`config.mk`:
```
export PLATFORM = sky130hd
export DESIGN_NAME = ipcp_option_negotiator
export DESIGN_NICKNAME = d
export VERILOG_FILES = /design/src/hdl/ipcp_pkg.sv /design/src/hdl/ipcp_cfg_regs.sv /design/src/hdl/ipcp_addr_store.sv /design/src/hdl/ipcp_option_negotiator.sv
export SDC_FILE = /design/constraint.sdc
export NUM_CORES = 1
export LEC_CHECK = 0
export BUFFER_PORTS_ARGS = -buffer_cell sky130_fd_sc_hd__buf_4
export CORE_ASPECT_RATIO = 0.9
export CORE_MARGIN = 8
export CORE_UTILIZATION = 57
export CTS_BUF_LIST = sky130_fd_sc_hd__clkbuf_2 sky130_fd_sc_hd__clkbuf_4 sky130_fd_sc_hd__clkbuf_8
export CTS_CLUSTER_SIZE = 8
export DETAILED_ROUTE_END_ITERATION = 10
export HOLD_SLACK_MARGIN = 0.15
export PLACE_DENSITY = 0.77
export SLEW_MARGIN = 0
export SYNTH_ARGS = -nofsm -noshare
export SYNTH_HDL_FRONTEND = slang
export SYNTH_SLANG_ARGS = --single-unit
```
`constraint.sdc`:
```
create_clock -name clk -period 4.8 [get_ports clk]
set_input_delay 0.96 -clock clk [delete_from_list [all_inputs] [get_ports clk]]
set_output_delay 0.96 -clock clk [all_outputs]
set_load 0.02 [all_outputs]
```
`src/hdl/ipcp_pkg.sv`:
```
// Package: shared types, codes and option decode for the IPCP option negotiator.
`timescale 1ns / 1ps

package ipcp_pkg;

	localparam int NUM_OPTS  = 5;
	localparam int SLOT_W    = 3;
	localparam int ADDR_W    = 32;
	localparam int CFG_IDX_W = 3;

	// item modes
	localparam logic [2:0] MODE_REQ     = 3'd0;
	localparam logic [2:0] MODE_EMPTY   = 3'd1;
	localparam logic [2:0] MODE_REJOPT  = 3'd2;
	localparam logic [2:0] MODE_ACKRX   = 3'd3;
	localparam logic [2:0] MODE_RESTART = 3'd4;

	// verdicts; ack, nak and reject double as response codes
	localparam logic [1:0] VERDICT_ACK  = 2'd0;
	localparam logic [1:0] VERDICT_NAK  = 2'd1;
	localparam logic [1:0] VERDICT_REJ  = 2'd2;
	localparam logic [1:0] VERDICT_NONE = 2'd3;

	// option types
	localparam logic [7:0] OPT_ADDR  = 8'd3;
	localparam logic [7:0] OPT_DNS1  = 8'd129;
	localparam logic [7:0] OPT_NBNS1 = 8'd130;
	localparam logic [7:0] OPT_DNS2  = 8'd131;
	localparam logic [7:0] OPT_NBNS2 = 8'd132;

	typedef struct packed {
		logic [2:0]        mode;
		logic [7:0]        option_type;
		logic [ADDR_W-1:0] option_value;
		logic              first_option;
		logic              last_option;
	} in_item_t;

	typedef struct packed {
		logic [1:0]          verdict;
		logic [ADDR_W-1:0]   reply_value;
		logic [1:0]          response_code;
		logic [NUM_OPTS-1:0] request_mask;
		logic                ack_sent;
		logic                ack_received;
		logic                link_up;
	} out_item_t;

	typedef struct packed {
		logic              ok;
		logic [SLOT_W-1:0] idx;
	} slot_t;

	// write request into the address store
	typedef struct packed {
		logic              en;
		logic [SLOT_W-1:0] slot;
		logic [ADDR_W-1:0] data;
	} addr_wr_t;

	// where an address entry currently takes its value from
	typedef enum logic [1:0] {
		SRC_ZERO = 2'd0,
		SRC_CFG  = 2'd1,
		SRC_MEM  = 2'd2
	} addr_src_t;

	function automatic slot_t type_slot(input logic [7:0] t);
		slot_t s;
		s.ok  = 1'b1;
		s.idx = '0;
		case (t)
			OPT_ADDR:  s.idx = 3'd0;
			OPT_DNS1:  s.idx = 3'd1;
			OPT_NBNS1: s.idx = 3'd2;
			OPT_DNS2:  s.idx = 3'd3;
			OPT_NBNS2: s.idx = 3'd4;
			default:   s.ok  = 1'b0;
		endcase
		return s;
	endfunction

	// slot order vs register order: slots 2 and 3 swap; the map is its own inverse
	function automatic logic [SLOT_W-1:0] slot_reg_map(input logic [SLOT_W-1:0] s);
		logic [SLOT_W-1:0] r;
		case (s)
			3'd2:    r = 3'd3;
			3'd3:    r = 3'd2;
			default: r = s;
		endcase
		return r;
	endfunction

endpackage

```
`src/hdl/ipcp_cfg_regs.sv`:
```
// Configuration registers with one shared read port.
`timescale 1ns / 1ps

module ipcp_cfg_regs (
	input  logic                               clk,
	input  logic                               arst_n,
	input  logic                               we,
	input  logic [ipcp_pkg::CFG_IDX_W-1:0]     index,
	input  logic [ipcp_pkg::ADDR_W-1:0]        wdata,
	input  logic [ipcp_pkg::SLOT_W-1:0]        rd_reg,
	output logic [ipcp_pkg::ADDR_W-1:0]        rd_data
);

	logic [ipcp_pkg::ADDR_W-1:0] regs_q [ipcp_pkg::NUM_OPTS];
	logic                        idx_ok;

	assign idx_ok = 32'(index) < ipcp_pkg::NUM_OPTS;

	always_ff @(posedge clk or negedge arst_n) begin
		if (!arst_n) begin
			for (int i = 0; i < ipcp_pkg::NUM_OPTS; i++) begin
				regs_q[i] <= '0;
			end
		end else if (we && idx_ok) begin
			regs_q[index[ipcp_pkg::SLOT_W-1:0]] <= wdata;
		end
	end

	always_comb begin
		rd_data = '0;
		if (32'(rd_reg) < ipcp_pkg::NUM_OPTS) begin
			rd_data = regs_q[rd_reg];
		end
	end

endmodule

```
`src/hdl/ipcp_addr_store.sv`:
```
// Current address memory: sync read, source tags, write-to-read forwarding.
`timescale 1ns / 1ps

module ipcp_addr_store (
	input  logic                          clk,
	input  logic                          arst_n,
	input  logic                          rd_en,
	input  logic [ipcp_pkg::SLOT_W-1:0]   rd_slot,
	input  ipcp_pkg::addr_wr_t            wr,
	input  logic                          restart,
	input  logic                          cvt_en,
	input  logic [ipcp_pkg::SLOT_W-1:0]   cvt_slot,
	input  logic [ipcp_pkg::ADDR_W-1:0]   cfg_data,
	output logic [ipcp_pkg::ADDR_W-1:0]   cur
);

	logic [ipcp_pkg::ADDR_W-1:0] mem [ipcp_pkg::NUM_OPTS];
	logic [ipcp_pkg::ADDR_W-1:0] rd_q;
	logic [ipcp_pkg::ADDR_W-1:0] fwd_q;
	logic                        fwd_hit_q;
	logic [ipcp_pkg::SLOT_W-1:0] slot_q;
	ipcp_pkg::addr_src_t         src_q [ipcp_pkg::NUM_OPTS];
	ipcp_pkg::addr_wr_t          port;
	ipcp_pkg::addr_src_t         cur_src;

	// config-time conversion freezes a restart snapshot before the register changes
	always_comb begin
		port = wr;
		if (cvt_en && src_q[cvt_slot] == ipcp_pkg::SRC_CFG) begin
			port.en   = 1'b1;
			port.slot = cvt_slot;
			port.data = cfg_data;
		end
	end

	always_ff @(posedge clk) begin
		if (port.en) begin
			mem[port.slot] <= port.data;
		end
		if (rd_en) begin
			rd_q   <= mem[rd_slot];
			slot_q <= rd_slot;
			fwd_q  <= wr.data;
		end
	end

	always_ff @(posedge clk or negedge arst_n) begin
		if (!arst_n) begin
			fwd_hit_q <= 1'b0;
			for (int i = 0; i < ipcp_pkg::NUM_OPTS; i++) begin
				src_q[i] <= ipcp_pkg::SRC_ZERO;
			end
		end else begin
			if (rd_en) begin
				fwd_hit_q <= wr.en && (wr.slot == rd_slot);
			end
			if (restart) begin
				for (int i = 0; i < ipcp_pkg::NUM_OPTS; i++) begin
					src_q[i] <= ipcp_pkg::SRC_CFG;
				end
			end else if (port.en) begin
				src_q[port.slot] <= ipcp_pkg::SRC_MEM;
			end
		end
	end

	assign cur_src = (32'(slot_q) < ipcp_pkg::NUM_OPTS) ? src_q[slot_q] : ipcp_pkg::SRC_ZERO;

	always_comb begin
		case (cur_src)
			ipcp_pkg::SRC_ZERO: cur = '0;
			ipcp_pkg::SRC_CFG:  cur = cfg_data;
			ipcp_pkg::SRC_MEM:  cur = fwd_hit_q ? fwd_q : rd_q;
			default:            cur = '0;
		endcase
	end

endmodule

```
`src/hdl/ipcp_option_negotiator.sv`:
```
// Top level: IPCP option negotiator, one option request per item.
//
//  channel | signals                          | moves
//  --------+----------------------------------+-------------------------------
//  in      | in_valid, in_ready, in_data      | one option or control request
//  out     | out_valid, out_ready, out_data   | verdict and negotiation status
//  cfg     | cfg_we, cfg_index, cfg_wdata     | configured address registers
//
// The accepting edge reads the address memory; the judge stage then judges and
// writes back into the output register. One request per cycle is taken unless
// the output stalls; a back-to-back request to the same option gets the written
// address by forwarding. Reset clears the ack flags and tags and sets the
// request flags; address entries read as zero until written or restarted.
// A stalled output holds the judge stage, and in_ready drops only then.
`timescale 1ns / 1ps

module ipcp_option_negotiator (
	input  logic                               clk,
	input  logic                               arst_n,
	input  logic                               in_valid,
	output logic                               in_ready,
	input  ipcp_pkg::in_item_t                 in_data,
	output logic                               out_valid,
	input  logic                               out_ready,
	output ipcp_pkg::out_item_t                out_data,
	input  logic                               cfg_we,
	input  logic [ipcp_pkg::CFG_IDX_W-1:0]     cfg_index,
	input  logic [ipcp_pkg::ADDR_W-1:0]        cfg_wdata
);

	logic                        valid_s1;
	ipcp_pkg::in_item_t          item_s1;
	ipcp_pkg::slot_t             slot_s1;
	ipcp_pkg::slot_t             in_slot;
	logic                        s1_fire;
	logic                        in_fire;

	logic [1:0]                  sev_q;
	logic [ipcp_pkg::NUM_OPTS-1:0] req_q;
	logic                        sent_q;
	logic                        rcv_q;
	ipcp_pkg::out_item_t         out_q;
	logic                        out_valid_q;

	logic [ipcp_pkg::ADDR_W-1:0] cur;
	logic [ipcp_pkg::ADDR_W-1:0] cfg_rd;
	logic [ipcp_pkg::SLOT_W-1:0] cfg_rd_reg;
	logic                        configured;
	logic                        cvt_en;
	ipcp_pkg::addr_wr_t          wr;
	logic                        restart;

	logic [1:0]                  verdict;
	logic [ipcp_pkg::ADDR_W-1:0] reply;
	logic [1:0]                  sev_d;
	logic [ipcp_pkg::NUM_OPTS-1:0] req_d;
	logic                        sent_d;
	logic                        rcv_d;

	assign in_slot  = ipcp_pkg::type_slot(in_data.option_type);
	assign s1_fire  = valid_s1 && (!out_valid_q || out_ready);
	assign in_ready = !valid_s1 || s1_fire;
	assign in_fire  = in_valid && in_ready;

	// shared config read port: the user must write config only while the pipe is empty; the block does not enforce it
	assign cvt_en     = cfg_we && (32'(cfg_index) < ipcp_pkg::NUM_OPTS);
	assign cfg_rd_reg = cfg_we ? cfg_index[ipcp_pkg::SLOT_W-1:0]
	                           : ipcp_pkg::slot_reg_map(slot_s1.idx);
	assign configured = cfg_rd != '0;

	ipcp_cfg_regs u_cfg (
		.clk     (clk),
		.arst_n  (arst_n),
		.we      (cfg_we),
		.index   (cfg_index),
		.wdata   (cfg_wdata),
		.rd_reg  (cfg_rd_reg),
		.rd_data (cfg_rd)
	);

	ipcp_addr_store u_store (
		.clk      (clk),
		.arst_n   (arst_n),
		.rd_en    (in_fire),
		.rd_slot  (in_slot.idx),
		.wr       (wr),
		.restart  (restart),
		.cvt_en   (cvt_en),
		.cvt_slot (ipcp_pkg::slot_reg_map(cfg_index[ipcp_pkg::SLOT_W-1:0])),
		.cfg_data (cfg_rd),
		.cur      (cur)
	);

	always_comb begin
		verdict = ipcp_pkg::VERDICT_NONE;
		reply   = '0;
		sev_d   = sev_q;
		req_d   = req_q;
		sent_d  = sent_q;
		rcv_d   = rcv_q;
		wr.en   = 1'b0;
		wr.slot = slot_s1.idx;
		wr.data = item_s1.option_value;
		restart = 1'b0;
		case (item_s1.mode)
			ipcp_pkg::MODE_REQ: begin
				if (item_s1.first_option) begin
					sev_d = ipcp_pkg::VERDICT_ACK;
				end
				if (!slot_s1.ok) begin
					verdict = ipcp_pkg::VERDICT_REJ;
					reply   = item_s1.option_value;
				end else if (item_s1.option_value == '0) begin
					verdict = configured ? ipcp_pkg::VERDICT_NAK : ipcp_pkg::VERDICT_REJ;
					reply   = configured ? cur : item_s1.option_value;
				end else if (cur == item_s1.option_value) begin
					verdict = ipcp_pkg::VERDICT_ACK;
					reply   = item_s1.option_value;
				end else if (configured) begin
					verdict = ipcp_pkg::VERDICT_NAK;
					reply   = cur;
				end else begin
					// unconfigured: adopt the peer's address
					wr.en   = s1_fire;
					verdict = ipcp_pkg::VERDICT_ACK;
					reply   = item_s1.option_value;
				end
				if (verdict > sev_d) begin
					sev_d = verdict;
				end
				if (item_s1.last_option && sev_d == ipcp_pkg::VERDICT_ACK) begin
					sent_d = 1'b1;
				end
			end
			ipcp_pkg::MODE_EMPTY: begin
				sev_d  = ipcp_pkg::VERDICT_ACK;
				sent_d = 1'b1;
			end
			ipcp_pkg::MODE_REJOPT: begin
				if (slot_s1.ok) begin
					req_d[slot_s1.idx] = 1'b0;
				end
			end
			ipcp_pkg::MODE_ACKRX: begin
				rcv_d = 1'b1;
			end
			ipcp_pkg::MODE_RESTART: begin
				sent_d  = 1'b0;
				rcv_d   = 1'b0;
				restart = s1_fire;
			end
			default: begin
			end
		endcase
	end

	always_ff @(posedge clk) begin
		if (in_fire) begin
			item_s1 <= in_data;
			slot_s1 <= in_slot;
		end
		if (s1_fire) begin
			out_q.verdict       <= verdict;
			out_q.reply_value   <= reply;
			out_q.response_code <= sev_d;
			out_q.request_mask  <= req_d;
			out_q.ack_sent      <= sent_d;
			out_q.ack_received  <= rcv_d;
			out_q.link_up       <= sent_d & rcv_d;
		end
	end

	always_ff @(posedge clk or negedge arst_n) begin
		if (!arst_n) begin
			valid_s1    <= 1'b0;
			out_valid_q <= 1'b0;
			sev_q       <= ipcp_pkg::VERDICT_ACK;
			req_q       <= '1;
			sent_q      <= 1'b0;
			rcv_q       <= 1'b0;
		end else begin
			if (in_fire) begin
				valid_s1 <= 1'b1;
			end else if (s1_fire) begin
				valid_s1 <= 1'b0;
			end
			if (s1_fire) begin
				out_valid_q <= 1'b1;
				sev_q       <= sev_d;
				req_q       <= req_d;
				sent_q      <= sent_d;
				rcv_q       <= rcv_d;
			end else if (out_ready) begin
				out_valid_q <= 1'b0;
			end
		end
	end

	assign out_valid = out_valid_q;
	assign out_data  = out_q;

	a_code_range: assert property (@(posedge clk) disable iff (!arst_n)
		out_valid_q |-> (out_q.response_code != ipcp_pkg::VERDICT_NONE))
		else $error("response code out of range");

	a_stall_only_when_busy: assert property (@(posedge clk) disable iff (!arst_n)
		!in_ready |-> (valid_s1 && out_valid_q && !out_ready))
		else $error("input stalled without a blocked result");

	a_restart_clears: assert property (@(posedge clk) disable iff (!arst_n)
		(s1_fire && item_s1.mode == ipcp_pkg::MODE_RESTART) |=> (!sent_q && !rcv_q))
		else $error("restart left an ack flag set");

	a_mask_falls_only: assert property (@(posedge clk) disable iff (!arst_n)
		1'b1 |=> ((req_q & ~$past(req_q)) == '0))
		else $error("request flag set again");

endmodule

```
# After elaboration in Yosys (flattened, before gate mapping)
# Memories as Yosys holds them, arrays and structs flattened. A register that Yosys moved wholly into a read port is not among the register bits.
# Cells that the tools add are included.
[word_totals] in_bits=85 register_bits=299 mem_bits_rw=160 n_memories=1
[classes] n_bitwise=11 reduce_logical=21 n_eq_ne=18 n_mux=60 n_lt_le_gt_ge=13
[mem_list] name="u_store.mem" words=5 width=32 read_ports=1 rd_clocked_by_memory_dff=1 write_ports=1 line_no="ipcp_addr_store.sv:17" text="logic [ipcp_pkg::ADDR_W-1:0] mem [ipcp_pkg::NUM_OPTS];"
[op_table] cell="$mux W32" count=9
[op_table] cell="$bwmux W160" count=1
[op_table] cell="$bmux W32 S3" count=1
[op_table] cell="$demux W32 S3" count=1
[op_table] cell="$pmux W32 S2" count=1
[op_table] cell="$mux W36" count=1
[op_table] cell="$eq A32 B32 Y1" count=1
[op_table] cell="$eq A8 B8 Y1 const B" count=4
[op_table] cell="$logic_not A32 Y1" count=1
[op_table] cell="$reduce_bool A32 Y1" count=1
[op_table] cell="$mux W2" count=14
[op_table] cell="$ge A4 B4 Y1 const B" count=5
[op_table] cell="$mux W10" count=2
[op_table] cell="$not A3 Y4" count=5
[op_table] cell="$eq A3 B2 Y1 const B" count=6
[op_table] cell="$mux W1" count=17
[op_table] cell="$bmux W2 S3" count=2
[op_table] cell="$pmux W3 S2" count=2
[op_table] cell="$pmux W3 S4" count=1
[op_table] cell="$and A5 B5 Y5" count=2
[op_table] cell="$mux W5" count=2
[op_table] cell="$not A5 Y5" count=2
[op_table] cell="$logic_and A1 B1 Y1" count=9
[op_table] cell="$lt A3 B3 Y1 const B" count=3
[op_table] cell="other kinds (24)" count=30

# Longest topological paths before layout
# Gate-level depths: netlist of run 1.
[depth] ltp_word=24 depth_mapped=24 ltp_nobuf=20

# Modules after synthesis
# From an unflattened synthesis of run 1, not the netlist that was laid out.
[unflattened] hier_cells=1400 area_unflattened_um2=21779.6
[by_module_without_submodules] mod="ipcp_addr_store" area_each_um2=9948.3 cells_per_inst=538 instances=1 seq_area_each_um2=7091.8
[by_module_without_submodules] mod="ipcp_cfg_regs" area_each_um2=7191.9 cells_per_inst=492 instances=1 seq_area_each_um2=4003.8
[by_module_without_submodules] mod="ipcp_option_negotiator" area_each_um2=4639.4 cells_per_inst=370 instances=1 seq_area_each_um2=2834.0

# Worst setup path after synthesis of run 1
# OpenSTA, ideal clock, no wires.
[synth_timing] path_kind="input to register" from="input port cfg_we" to="memory u_store.mem[3][0] (netlist name) (enable)" cell_stages=11 setup_ns=0.435 n_path_buf=3 t_required_ns=4.365 setup_slack_ns=-0.533 arrival_time_ns=4.898 path_cell_list="buf_4 > and4bb_1 > a221oi_2 > buf_6 > buf_6 > mux4_2 > nor4_1 > a31oi_1 > nor3_1 > nand4b_1 > a21oi_1"
[synth_between] elab_chain_cells=15
[synth_rtl] element="start: declaration" line_no="ipcp_option_negotiator.sv:26" text="input logic cfg_we,"
[synth_rtl] element="$mux W3" line_no="ipcp_option_negotiator.sv:67" text="assign cfg_rd_reg = cfg_we ? cfg_index[ipcp_pkg::SLOT_W-1:0]"
[synth_rtl] element="$not A3 Y4 (implied by the code)" line_no="ipcp_cfg_regs.sv:32" text="rd_data = regs_q[rd_reg];"
[synth_rtl] element="$bmux W32 S3" line_no="ipcp_cfg_regs.sv:32"
[synth_rtl] element="$mux W32 (implied by the code) (2 in a row)" line_no="ipcp_cfg_regs.sv:32"
[synth_rtl] element="$mux W32" line_no="ipcp_cfg_regs.sv:31" text="if (32'(rd_reg) < ipcp_pkg::NUM_OPTS) begin"
[synth_rtl] element="$pmux W32 S2 or $reduce_bool A32 Y1 (tied branches)" line_no="ipcp_addr_store.sv:70, ipcp_option_negotiator.sv:69"
[synth_rtl] element="$eq A32 B32 Y1 or $mux W1 (tied branches)" line_no="ipcp_option_negotiator.sv:116, ipcp_option_negotiator.sv:119"
[synth_rtl] element="$mux W1" line_no="ipcp_option_negotiator.sv:116" text="end else if (cur == item_s1.option_value) begin"
[synth_rtl] element="$mux W1" line_no="ipcp_option_negotiator.sv:113" text="end else if (item_s1.option_value == '0) begin"
[synth_rtl] element="$mux W1" line_no="ipcp_option_negotiator.sv:110" text="if (!slot_s1.ok) begin"
[synth_rtl] element="$mux W1" line_no="ipcp_option_negotiator.sv:105" text="case (item_s1.mode)"
[synth_rtl] element="$mux W36 (*)" line_no="ipcp_addr_store.sv:29" text="if (cvt_en && src_q[cvt_slot] == ipcp_pkg::SRC_CFG) begin"
[synth_rtl] element="$mux W1" line_no="ipcp_addr_store.sv:37" text="if (port.en) begin"
[synth_rtl] element="$mux W1 (implied by the code)" line_no="ipcp_addr_store.sv:38" text="mem[port.slot] <= port.data;"
[synth_rtl] element="end: declaration" line_no="ipcp_addr_store.sv:17"
# Mark *: on every way between the ends. The rest lies on a longest branch, timed or not. The select of a mux whose other input is x is not followed.

# Final worst setup path of run 1
[layout_timing] from="register u_store.slot_q[1] (netlist name)" to="register out_q (netlist bit out_data[2]) (data pin)"
[layout_between] elab_chain_cells=21
[layout_rtl] element="start: declaration" line_no="ipcp_addr_store.sv:21" text="logic [ipcp_pkg::SLOT_W-1:0] slot_q;"
[layout_rtl] element="start signal: assignment" line_no="ipcp_addr_store.sv:42" text="slot_q <= rd_slot;"
[layout_rtl] element="$eq A3 B2 Y1"
[layout_rtl] element="$pmux W3 S2"
[layout_rtl] element="$mux W3"
[layout_rtl] element="$not A3 Y4"
[layout_rtl] element="$bmux W32 S3"
[layout_rtl] element="$mux W32 (3 in a row)"
[layout_rtl] element="$pmux W32 S2 or $reduce_bool A32 Y1 (tied branches)"
[layout_rtl] element="$eq A32 B32 Y1 or $mux W1 (tied branches)"
[layout_rtl] element="[4 not listed]"
[layout_rtl] element="$gt A2 B2 Y1" line_no="ipcp_option_negotiator.sv:128" text="if (verdict > sev_d) begin"
[layout_rtl] element="$mux W2 (*)" line_no="ipcp_option_negotiator.sv:128"
[layout_rtl] element="$mux W2 (*)" line_no="ipcp_option_negotiator.sv:105"
[layout_rtl] element="$logic_not A2 Y1 (*)" line_no="ipcp_option_negotiator.sv:131" text="if (item_s1.last_option && sev_d == ipcp_pkg::VERDICT_ACK) begin"
[layout_rtl] element="$logic_and A1 B1 Y1 (*)" line_no="ipcp_option_negotiator.sv:131"
[layout_rtl] element="$mux W1 (*)" line_no="ipcp_option_negotiator.sv:131"
[layout_rtl] element="$pmux W1 S3 (*)" line_no="ipcp_option_negotiator.sv:105"
[layout_rtl] element="via sent_d" line_no="ipcp_option_negotiator.sv:57" text="logic sent_d;"
[layout_rtl] element="end: declaration" line_no="ipcp_option_negotiator.sv:42" text="ipcp_pkg::out_item_t out_q;"
# The timed path passes the listed nets; every way through them passes the cells marked *. The select of a mux whose other input is x is not followed.
# A chain may end at the register's enable or synchronous reset.

==> results of run 1 <==
==> cells by family after synthesis <==
logic type	Yosys count	share of synthesized area (%)
and+or+nand+nor	631	13.5
DFF	491	60.7
AOI/OAI and AO/OA	347	9.52
muxes	248	13.4
buffers and inverters	135	2.52
adders and majority gates	5	0.274
xor gates and xnor gates	4	0.154
==> power by group <==
part,internal [uW],switching (uW),leakage (uW)
clock,2040,1700,0.000882
combinational,1070,1160,0.00516
sequential,5000,421,0.00509
total,8110,3280,0.0111
==> routing by layer <==
metal	routed length (um)	vias to the layer above
met3	5930	166
met5	0	-
met4	2100	0
met2	32500	950
met1	26700	8534
li1	-	7576
==> worst max-delay path: stages (launching register included) <==
cell and delay, ps:
edfxtp_1 490, buf_6 170, mux2i_1 110, nor2_1 80, a21oi_1 50, o22a_1 260
ha_4 320, inv_1 60, and3_4 180, buf_4 210, or4_1 530, o211ai_1 200
o22ai_2 170, nor4_4 280, nand4_1 250, o211ai_4 290, ha_4 240, inv_2 60
o22ai_4 90, nand2_2 100, o2111ai_2 150, a22oi_1 240
==> registers in the layout, indices dropped and copies added, names as in the netlist <==
signal,cells
item_s1,37
out_data,44
out_valid,1
rcv_q,1
req_q,5
sent_q,1
sev_q,2
slot_s1,1
u_cfg.regs_q,160
u_store.fwd_hit_q,1
u_store.fwd_q,32
u_store.mem,160
u_store.rd_q,32
u_store.slot_q,3
u_store.src_q,10
valid_s1,1
==> through the flow <==
stage               TNS, ps  utilization, %  cell area (um2)  worst slack (ps)  total power (uW)
finish                    0            69.6            27500              57.1             11400
global route           -252            69.6            27500             -87.6             11800
CTS                       0            69.1            27300              8.04             11300
detailed placement    -6500            64.7            25500              -389              7530
global placement       -362            64.7            25500              -141              7460
floorplan            -71620               -            22800              -533              6510
==> final cells by class <==
| type | instances | share of cell area, % |
|---|---|---|
| clock buffer | 126 | 5.54 |
| clock inverter | 17 | 0.487 |
| inverter | 22 | 0.310 |
| multi-input combinational | 1235 | 31.5 |
| sequential | 491 | 50.4 |
| tap | 532 | 2.42 |
| timing repair buffer | 298 | 9.33 |
==> synthesized netlist by cell type, types with 5 or more instances <==
master | number | area, um2
a21o_1 | 5 | 37.5
nor2_1 | 88 | 330
inv_1 | 20 | 75.1
a22oi_1 | 37 | 278
a211o_1 | 32 | 280
or3_1 | 35 | 219
dfrtp_1 | 177 | 4430
o21ai_0 | 107 | 536
mux2_2 | 129 | 1450
nand4_1 | 11 | 68.8
dfstp_2 | 5 | 131
o21a_1 | 5 | 37.5
and3_1 | 34 | 213
nand3_1 | 34 | 170
nand2_1 | 280 | 1050
nand3b_1 | 32 | 240
ha_1 | 5 | 62.6
clkbuf_1 | 84 | 315
or2_2 | 5 | 31.3
o22ai_1 | 17 | 106
nor3_1 | 12 | 60.1
buf_6 | 5 | 56.3
nand2b_1 | 8 | 50.1
or4_1 | 36 | 270
buf_1 | 8 | 30.0
edfxtp_1 | 309 | 9280
a31oi_1 | 5 | 31.3
a21oi_1 | 81 | 405
buf_2 | 12 | 60.1
o211ai_1 | 32 | 240
mux4_2 | 32 | 721
mux2i_1 | 85 | 851
nor4_1 | 43 | 269
==> worst min path at each step <==
stage | end | slack (ps) | cells past startpoint
after floorplan | out_valid | 460 | 1
after global placement | out_valid | 470 | 1
after detailed placement | out_valid | 490 | 1
after CTS | u_store.src_q[3] | 250 | 1
after global routing | valid_s1 | 270 | 1
final | u_store.src_q[3] | 260 | 1
==> timing repair <==
action | CTS | global route
pin swaps | 6 | 13
setup buffers | 3 | 4
gates cloned | 0 | 3
endpoints found under the setup margin | 37 | 132
gates resized for setup | 10 | 19
==> out/qor.yml, run 1 <==
clocking:
  path_clk_slew_ps: 70
  cts_tree: "yes"
  cts_buffers: 81
  cts_max_level: 3
  clock_latency_ps: 690
  holdBufCountCts: 0
  clockBufferDepth: 3
  cts-root-buf: "clkbuf_8"
  clkSinkCount: 491
floorplanning:
  core_region_area_um2: 39500
  row_count: 69
  dieHeight_um: 206
  ios: 131
  fp.dieW_um: 227
  start_util_pct: 57.8
  die_area_um2: 46700
worst_setup_path:
  worstPathRequired_ps: 5280
  critPathLaunchType: "flop"
  critPathLaunch: "u_store.slot_q[1]"
  r2r_slack_ps: 60
  endpoint: "out_data[2]"
  critical_path_class: "flop to flop"
  reg2reg_to: "out_data[2]"
  cp_data_arrival_time_ps: 5220
  critPathMaxFanout: 23
  r2r-start: "u_store.slot_q[1]"
  end_kind: "flop"
  reg2reg_depth: 21
route:
  detail-route-antenna-nets: 0
  first_pass_iters: 6
  wire_per_inst_um: 24.7
  drtIter0Drc: 2168
  viasPerCell: 6.33
  vias: 17226
  drc: 0
  wl_um: 67200
power_and_ir_drop:
  peakVddDrop_mv: 0.276
  power_leakage_uw: 0.0111
  powerDensity_nw_per_um2: 415
sta:
  worst_slew_pin_slew_ps: 843
  finalSetupViolCount: 0
  slew-limit-headroom_pct: 43.2
  rsz0062_at_grt: "yes"
  hold_ws_ps: 264
  fin_worst_skew_ps: 44.2
  clock.fmax_mhz: 211
  final_max_slew_viol_count: 0
  hold_violations: 0
  finalCritPeriodShare_pct: 98.8
  period_needed_ps: 4740
synthesis:
  ys.flop_type: "edfxtp_1"
  yosysWarnings: 0
  yosysUniqueCellTypes: 62
  syn_avg_cell_area_um2: 12.3
  ys_ff_latch: 491
  ys_seq_area_share_pct: 60.7
  synth_cells: 1861
  synth.cell_area_um2: 22800
  synth_edf_count: 309
  synthArstFlopShare_pct: 37.1
  syn_nets: 1951
final_layout:
  most-common-layout-cells: "309 x edfxtp_1, 279 x nand2_1, 271 x buf_4"
  num-fill-cells: 2770
  final_common_cell: "edfxtp_1"
  final_cells: 2721
  antenna_cells: 0
  area_delta_synth_final_pct: 20.4
  fin_nets: 2219
  multi_input_area_um2: 8660
  drive_above_1_share_pct: 29.4
  ff_latch_area_um2: 13800
worst_hold_path:
  hp-class: "input pin to asynchronous set/reset pin"
placed_design:
  place_congestion: 0.970
  dp_hpwl_um: 45300
  dp.cells: 2569
  place.port_buffers: 130
global_routing:
  grt-ovfl-total: 0
  grtUsageMet2_pct: 46.4
  busiest_layer: "met2"
  grt_pass1_wl_um: 101000
  grt_max_degree: 125
  use_met1_pct: 38.3
  grtUsageTotal_pct: 28.4
  antenna_found_initial: 0
  grt_pass1_vias: 17065
  grt.met3_usage_pct: 5.43
outcome:
  outcome: "finished clean"
job:
  cap_violations: 0
(Power assumes the default switching activity.)
==> run 2: changes to the inputs <==
Settings changed: CORE_UTILIZATION 57 to 63, PLACE_DENSITY 0.77 to 0.81.
Clock period 4.8 ns to 4.9 ns, I/O delays scaled along.
==> run 2 against run 1 <==
Clock-buffer cell count is 4 lower. Sequential power is 2% lower. Sequential cell count stayed put. Clock power is 5% lower. Critical endpoint unchanged. Via count is 1.3% higher. Combinational power is 7% lower. Non-clock buffer count is 33 lower. Final area is 1.8% lower. Routed wire length is 2.3% higher. Largest cell class unchanged.
==> out/qor.yml, run 2 (same netlist as run 1, synthesis figures left out) <==
sta:
  rsz0062_at_grt: "yes"
  slew-limit-headroom_pct: 38.1  # -5.1 points
  finalSetupViolCount: 0  # unchanged
  worst_slew_pin_slew_ps: 921  # +77.3 ps
  fin_worst_skew_ps: 33.3  # -10.9 ps
  finalCritPeriodShare_pct: 97.0  # -1.8 points
  setup_tns_ps: 0  # unchanged
  final_max_slew_viol_count: 0  # unchanged
  clock.fmax_mhz: 210  # -0.24%
  period_needed_ps: 4750  # +11.4 ps
  hold_violations: 0  # unchanged
global_routing:
  grt_pass1_wl_um: 103000  # +2.5%
  grt_max_degree: 107  # -14%
  use_met1_pct: 42.7  # +4.4 points
  grt_pass1_vias: 17211  # +0.86%
  grtUsageTotal_pct: 31.7  # +3.4 points
  antenna_found_initial: 0  # unchanged
  busiest_layer: "met2"
  grtUsageMet2_pct: 50.4  # +4.0 points
  grt-ovfl-total: 0  # unchanged
  grt.met3_usage_pct: 6.53  # +1.1 points
worst_setup_path:
  crit_top_cell: "buf_4"
  worstPathRequired_ps: 5380  # +100 ps
  end_kind: "flop"
  critPathLaunch: "u_store.slot_q[0]"
  crit_slowest_cell: "or4_1"
  critical_path_class: "flop to flop"
  crit_family: "simple AND/OR/NAND/NOR gates"
  critPathLaunchType: "flop"
  cp_data_arrival_time_ps: 5230  # about the same
  r2r-start: "u_store.slot_q[0]"
  reg2reg_to: "out_data[2]"
  critPathBufInv: 6  # +2
  critPathMaxFanout: 7  # -70%
  crit_chain: "buf_4 -> nor2_2 -> a21oi_1 -> o22a_1 -> ha_1 -> inv_1 -> and3_4 -> buf_4 -> buf_4 -> or4_1 -> o211ai_1 -> o22ai_1 -> nor4_1 -> nand4_1 -> buf_4 -> o211ai_4 -> ha_1 -> inv_2 -> o22ai_4 -> nand2_2 -> o2111ai_2 -> a22oi_1"
  critical_path.max_stage_delay_ps: 500  # -30 ps
  r2r_slack_ps: 150  # +90 ps
  reg2reg_depth: 22  # +4.8%
clocking:
  path_clk_slew_ps: 60  # about the same
  cts-root-buf: "clkbuf_8"
  clockBufferDepth: 3  # unchanged
  clkSinkCount: 491  # unchanged
  cts_tree: "yes"
  cts_buffers: 78  # -3.7%
  clock_latency_ps: 670  # -20 ps
  cts_max_level: 3  # unchanged
worst_hold_path:
  hp-class: "input pin to asynchronous set/reset pin"
final_layout:
  drive_above_1_share_pct: 28.1  # -1.3 points
  final_cells: 2624  # -3.6%
  final_common_cell: "edfxtp_1"
  final_area_um2: 27000  # -1.8%
  multi_input_area_um2: 8600  # -0.79%
  fin_nets: 2183  # -1.6%
  ff_latch_area_um2: 13800  # unchanged
  most-common-layout-cells: "309 x edfxtp_1, 279 x nand2_1, 239 x buf_4"
  area_delta_synth_final_pct: 18.2
  num-fill-cells: 2264  # -18%
  antenna_cells: 0  # unchanged
route:
  vias: 17443  # +1.3%
  detail-route-antenna-nets: 0  # unchanged
  wire_per_inst_um: 26.2  # +6.1%
  first_pass_iters: 6  # unchanged
  drc: 0  # unchanged
  wl_um: 68800  # +2.3%
  viasPerCell: 6.65  # +5.0%
  drtIter0Drc: 2458  # +13%
placed_design:
  post_dp_cell_area_um2: 25300  # -1.1%
  place_congestion: 0.957  # -1.4%
  dp_hpwl_um: 45600  # +0.51%
  place.port_buffers: 130  # unchanged
  dp.cells: 2483  # -3.3%
floorplanning:
  row_count: 66  # -4.3%
  die_area_um2: 42600  # -8.8%
  start_util_pct: 63.5  # +5.7 points
  fp.dieW_um: 217  # -4.5%
  ios: 131  # unchanged
  dieHeight_um: 197  # -4.5%
  core_region_area_um2: 35900  # -9.0%
outcome:
  outcome: "finished clean"
power_and_ir_drop:
  p_seq_share_pct: 48.7  # +1.1 points
  power_leakage_uw: 0.0109  # -2.2%
  swShare_pct: 28.8  # about the same
  clock_power_share_pct: 32.3  # -0.5 points
  combPwrFrac_pct: 19.0  # -0.6 points
  powerDensity_nw_per_um2: 406  # -2.2%
  internal-power_uw: 7790  # -4.0%
  peakVddDrop_mv: 0.325  # +18%
  power_switching_uw: 3150  # -4.0%
  p_total_uw: 10900  # -4.0%
job:
  cap_violations: 0  # unchanged
-- run 2: cell types whose count changed in the layout (fill, tap and decap cells not counted), moves of 2 or more --
cell,before,now
buf_4,271,239
clkbuf_8,92,83
clkbuf_4,34,39
clkinv_1,9,4
o22ai_1,10,15
o22ai_2,6,1
inv_12,4,0
clkbuf_16,3,1
ha_1,3,5
ha_4,2,0
inv_8,1,3
nor2_1,88,86
nor4_4,2,0
-- run 2: cell type report --
cell class | instances | share of cell area (%)
multi-input combinational | 1235 | 31.9
inverter | 22 | 0.315
timing repair buffer | 265 | 8.53
tap | 476 | 2.21
clock buffer | 122 | 5.32
clock inverter | 13 | 0.427
sequential | 491 | 51.3
-- run 2: power groups by stage --
stage               combinational [uW]  sequential, uW  clock (uW)
CTS                               2000            5300        3580
finish                            2080            5320        3540
global route                      2200            5350        3740
detailed placement                1980            5380           0
floorplan                         1160            5220           0
global placement                  1940            5360           0
-- run 2: worst max path at each step --
stage / end / slack, ps / cells past startpoint
3_3_place_gp: u_store.mem[3][13] / -60 / 16
5_1_grt: sent_q / -40 / 23
6_report: out_data[2] / 150 / 22
3_5_place_dp: out_data[2] / -70 / 19
2_1_floorplan: u_store.mem[3][0] / -450 / 11
4_1_cts: out_data[37] / 20 / 20
-- run 2: metal layers --
layer  part of all wire [%]  up-vias  wire length, um
met5                      0        -                0
met3                     10      173             6850
met2                     47     1079            32600
met1                     39     8706            26500
li1                       -     7485                -
met4                    4.1        0             2790
-- run 2: per-stage QoR --
stage	setup slack (ps)	util, %	hold WS [ps]
2_1_floorplan	-453	-	457
3_3_place_gp	-55.6	70.3	472
3_5_place_dp	-67.5	70.3	491
4_1_cts	15.5	74.7	411
5_1_grt	-37.4	75.1	450
6_report	146	75.1	393
-- run 2: timing repair --
item / 4_1_cts / 5_1_grt
buffers inserted: 0 / 5
resized for setup: 1 / 21
gates cloned: 0 / 1
setup endpoints to repair: 1 / 33
hold buffers: 0 / 0
pin swaps: 0 / 5
endpoints found under the hold margin: 0 / 0
==> run 3: changes to the inputs <==
Settings changed: CORE_MARGIN 8 to 2, REMOVE_ABC_BUFFERS set to 1.
==> run 3 against run 2 <==
Clock skew decreased by 7.2 ps. Global-route usage increased by 3.5 points. Fmax down 1.7%. Final area decreased by 0.57%. Clock-buffer cell count shrank 11. Setup slack got worse by 84 ps. Register-to-register slack worse by 80 ps. Critical endpoint is now out_data[13].
==> out/qor.yml, run 3 (same netlist as run 1, synthesis figures left out) <==
clocking:
  path_clk_slew_ps: 60  # about the same
  cts_tree: "yes"
  cts_buffers: 77  # -1.3%
  cts_max_level: 3  # unchanged
  holdBufCountCts: 0  # unchanged
  clkSinkCount: 491  # unchanged
  cts-root-buf: "clkbuf_8"
  clockBufferDepth: 3  # unchanged
  clock_latency_ps: 660  # about the same
sta:
  finalCritPeriodShare_pct: 98.7  # +1.7 points
  final_max_slew_viol_count: 0  # unchanged
  worst_slew_pin_slew_ps: 1060  # +135 ps
  rsz0062_at_grt: "yes"
  hold_ws_ps: 452  # +59.8 ps
  slew-limit-headroom_pct: 29.7  # -8.4 points
  clock.fmax_mhz: 207  # -1.7%
  hold_violations: 0  # unchanged
  finalSetupViolCount: 0  # unchanged
  period_needed_ps: 4840  # +83.6 ps
  fin_worst_skew_ps: 26.2  # -7.18 ps
power_and_ir_drop:
  power_leakage_uw: 0.0108  # -0.78%
  peakVddDrop_mv: 0.347  # +6.9%
  powerDensity_nw_per_um2: 402  # -0.80%
route:
  wl_um: 66400  # -3.5%
  drc: 0  # unchanged
  wire_per_inst_um: 25.4  # -3.1%
  first_pass_iters: 6  # unchanged
  viasPerCell: 6.65  # about the same
  detail-route-antenna-nets: 0  # unchanged
  drtIter0Drc: 2314  # -5.9%
  vias: 17373  # -0.40%
worst_setup_path:
  crit_family: "buffers and inverters"
  r2r_slack_ps: 60  # -80 ps
  end_kind: "flop"
  crit_slowest_cell: "or4_1"
  worstPathRequired_ps: 5280  # -100 ps
  critPathBufInv: 7  # +1
  reg2reg_to: "out_data[13]"
  cp_data_arrival_time_ps: 5220  # about the same
  crit_chain: "mux2i_2 -> o21ai_0 -> a22oi_1 -> o22ai_2 -> ha_4 -> inv_2 -> and3_4 -> buf_12 -> buf_4 -> or4_1 -> o211ai_1 -> o22ai_2 -> nor4_2 -> buf_4 -> nand4_1 -> buf_6 -> o211ai_4 -> buf_4 -> buf_12 -> mux2i_1 -> nor2_1"
  crit_top_cell: "buf_4"
  reg2reg_depth: 21  # -4.5%
  critPathLaunchType: "flop"
  r2r-start: "u_store.slot_q[0]"
  critical_path_class: "flop to flop"
  critical_path.max_stage_delay_ps: 500  # about the same
  critPathMaxFanout: 28  # +21
final_layout:
  final_area_um2: 26800  # -0.57%
  ff_latch_area_um2: 13800  # unchanged
  antenna_cells: 0  # unchanged
  num-fill-cells: 2371  # +4.7%
  drive_above_1_share_pct: 27.7  # -0.40 points
  multi_input_area_um2: 8630  # +0.36%
  fin_nets: 2178  # -0.23%
  area_delta_synth_final_pct: 17.5
  most-common-layout-cells: "309 x edfxtp_1, 279 x nand2_1, 240 x buf_4"
  final_common_cell: "edfxtp_1"
floorplanning:
  dieHeight_um: 185  # -6.1%
  ios: 131  # unchanged
  start_util_pct: 63.5  # unchanged
  row_count: 66  # unchanged
  die_area_um2: 37700  # -11%
  core_region_area_um2: 35900  # unchanged
  fp.dieW_um: 205  # -5.5%
placed_design:
  dp_hpwl_um: 44300  # -2.7%
  place.port_buffers: 130  # unchanged
  place_congestion: 0.945  # -1.2%
  post_dp_cell_area_um2: 25100  # -0.58%
job:
  cap_violations: 0  # unchanged
global_routing:
  grt_max_degree: 113  # +5.6%
  grtUsageTotal_pct: 35.2  # +3.5 points
  grt-ovfl-total: 0  # unchanged
  antenna_found_initial: 1  # +1
  grt_pass1_wl_um: 98600  # -4.6%
  grt_pass1_vias: 16565  # -3.8%
outcome:
  outcome: "finished clean"
worst_hold_path:
  hp-class: "input pin to asynchronous set/reset pin"
[run 3: cell types whose count changed in the layout (fill, tap and decap cells not counted), sizes merged]
cell      change
clkinvlp      +2
inv           -1
clkinv        +2
clkbuf       -10
buf           -5
[run 3: worst max-delay path by stage]
stage | startpoint | to | slack (ps) | cells after the start
floorplan | cfg_we | out_data[8] | -2930 | 14
global placement | cfg_we | out_data[2] | -310 | 16
detailed placement | cfg_we | out_data[8] | -440 | 17
CTS | u_store.slot_q[1] | out_data[8] | 1 | 24
global route | u_store.slot_q[0] | out_data[31] | -120 | 21
finish | u_store.slot_q[0] | out_data[13] | 60 | 21
[run 3: timing repair]
action                     4_1_cts  5_1_grt
pin swaps                        1       13
gates cloned                     0        2
resized for setup                3       19
setup endpoints to repair       32       59
hold endpoints to repair         0        0
buffers inserted                 1        7
[run 3: layout make-up]
class                   count  share of cell area [%]
flip-flops and latches    491                    51.6
clock buffers             111                    4.97
well taps                 476                    2.22
inverters                  22                   0.317
multi-input cells        1235                    32.2
repair buffers            261                    8.23
clock inverters            16                   0.471
[run 3: worst reg2reg max path, stage by stage (launching register included)]
cell	delay [ps]
edfxtp_1	420
mux2i_2	260
o21ai_0	120
a22oi_1	280
o22ai_2	160
ha_4	310
inv_2	40
and3_4	170
buf_12	150
buf_4	140
or4_1	500
o211ai_1	120
o22ai_2	110
nor4_2	290
buf_4	150
nand4_1	100
buf_6	170
o211ai_4	210
buf_4	260
buf_12	250
mux2i_1	290
nor2_1	70
[run 3: power breakdown]
| part | leakage (uW) | internal (uW) | switching (uW) |
|---|---|---|---|
| Combinational | 0.00494 | 966 | 1100 |
| Sequential | 0.00509 | 4900 | 425 |
| Clock | 0.000773 | 1800 | 1600 |
[run 3: routing by layer]
metal / wire length (um) / up-vias / global-route usage (%)
li1: - / 7494 / -
met1: 26400 / 8533 / 51.5
met2: 29400 / 1188 / 51.1
met3: 8370 / 158 / 9.05
met4: 2140 / 0 / 13.3
met5: 0 / - / 0
[run 3: stage by stage]
step	total power (uW)	util [%]	setup WS (ps)	cells	setup TNS, ps
floorplan	6350	-	-2930	1748	-543870
global placement	7230	69.9	-313	2475	-18320
detailed placement	7310	69.9	-436	2475	-27040
CTS	10700	74.1	1.30	2603	0
global route	11100	74.6	-119	2612	-2280
finish	10800	74.6	62.2	2612	0
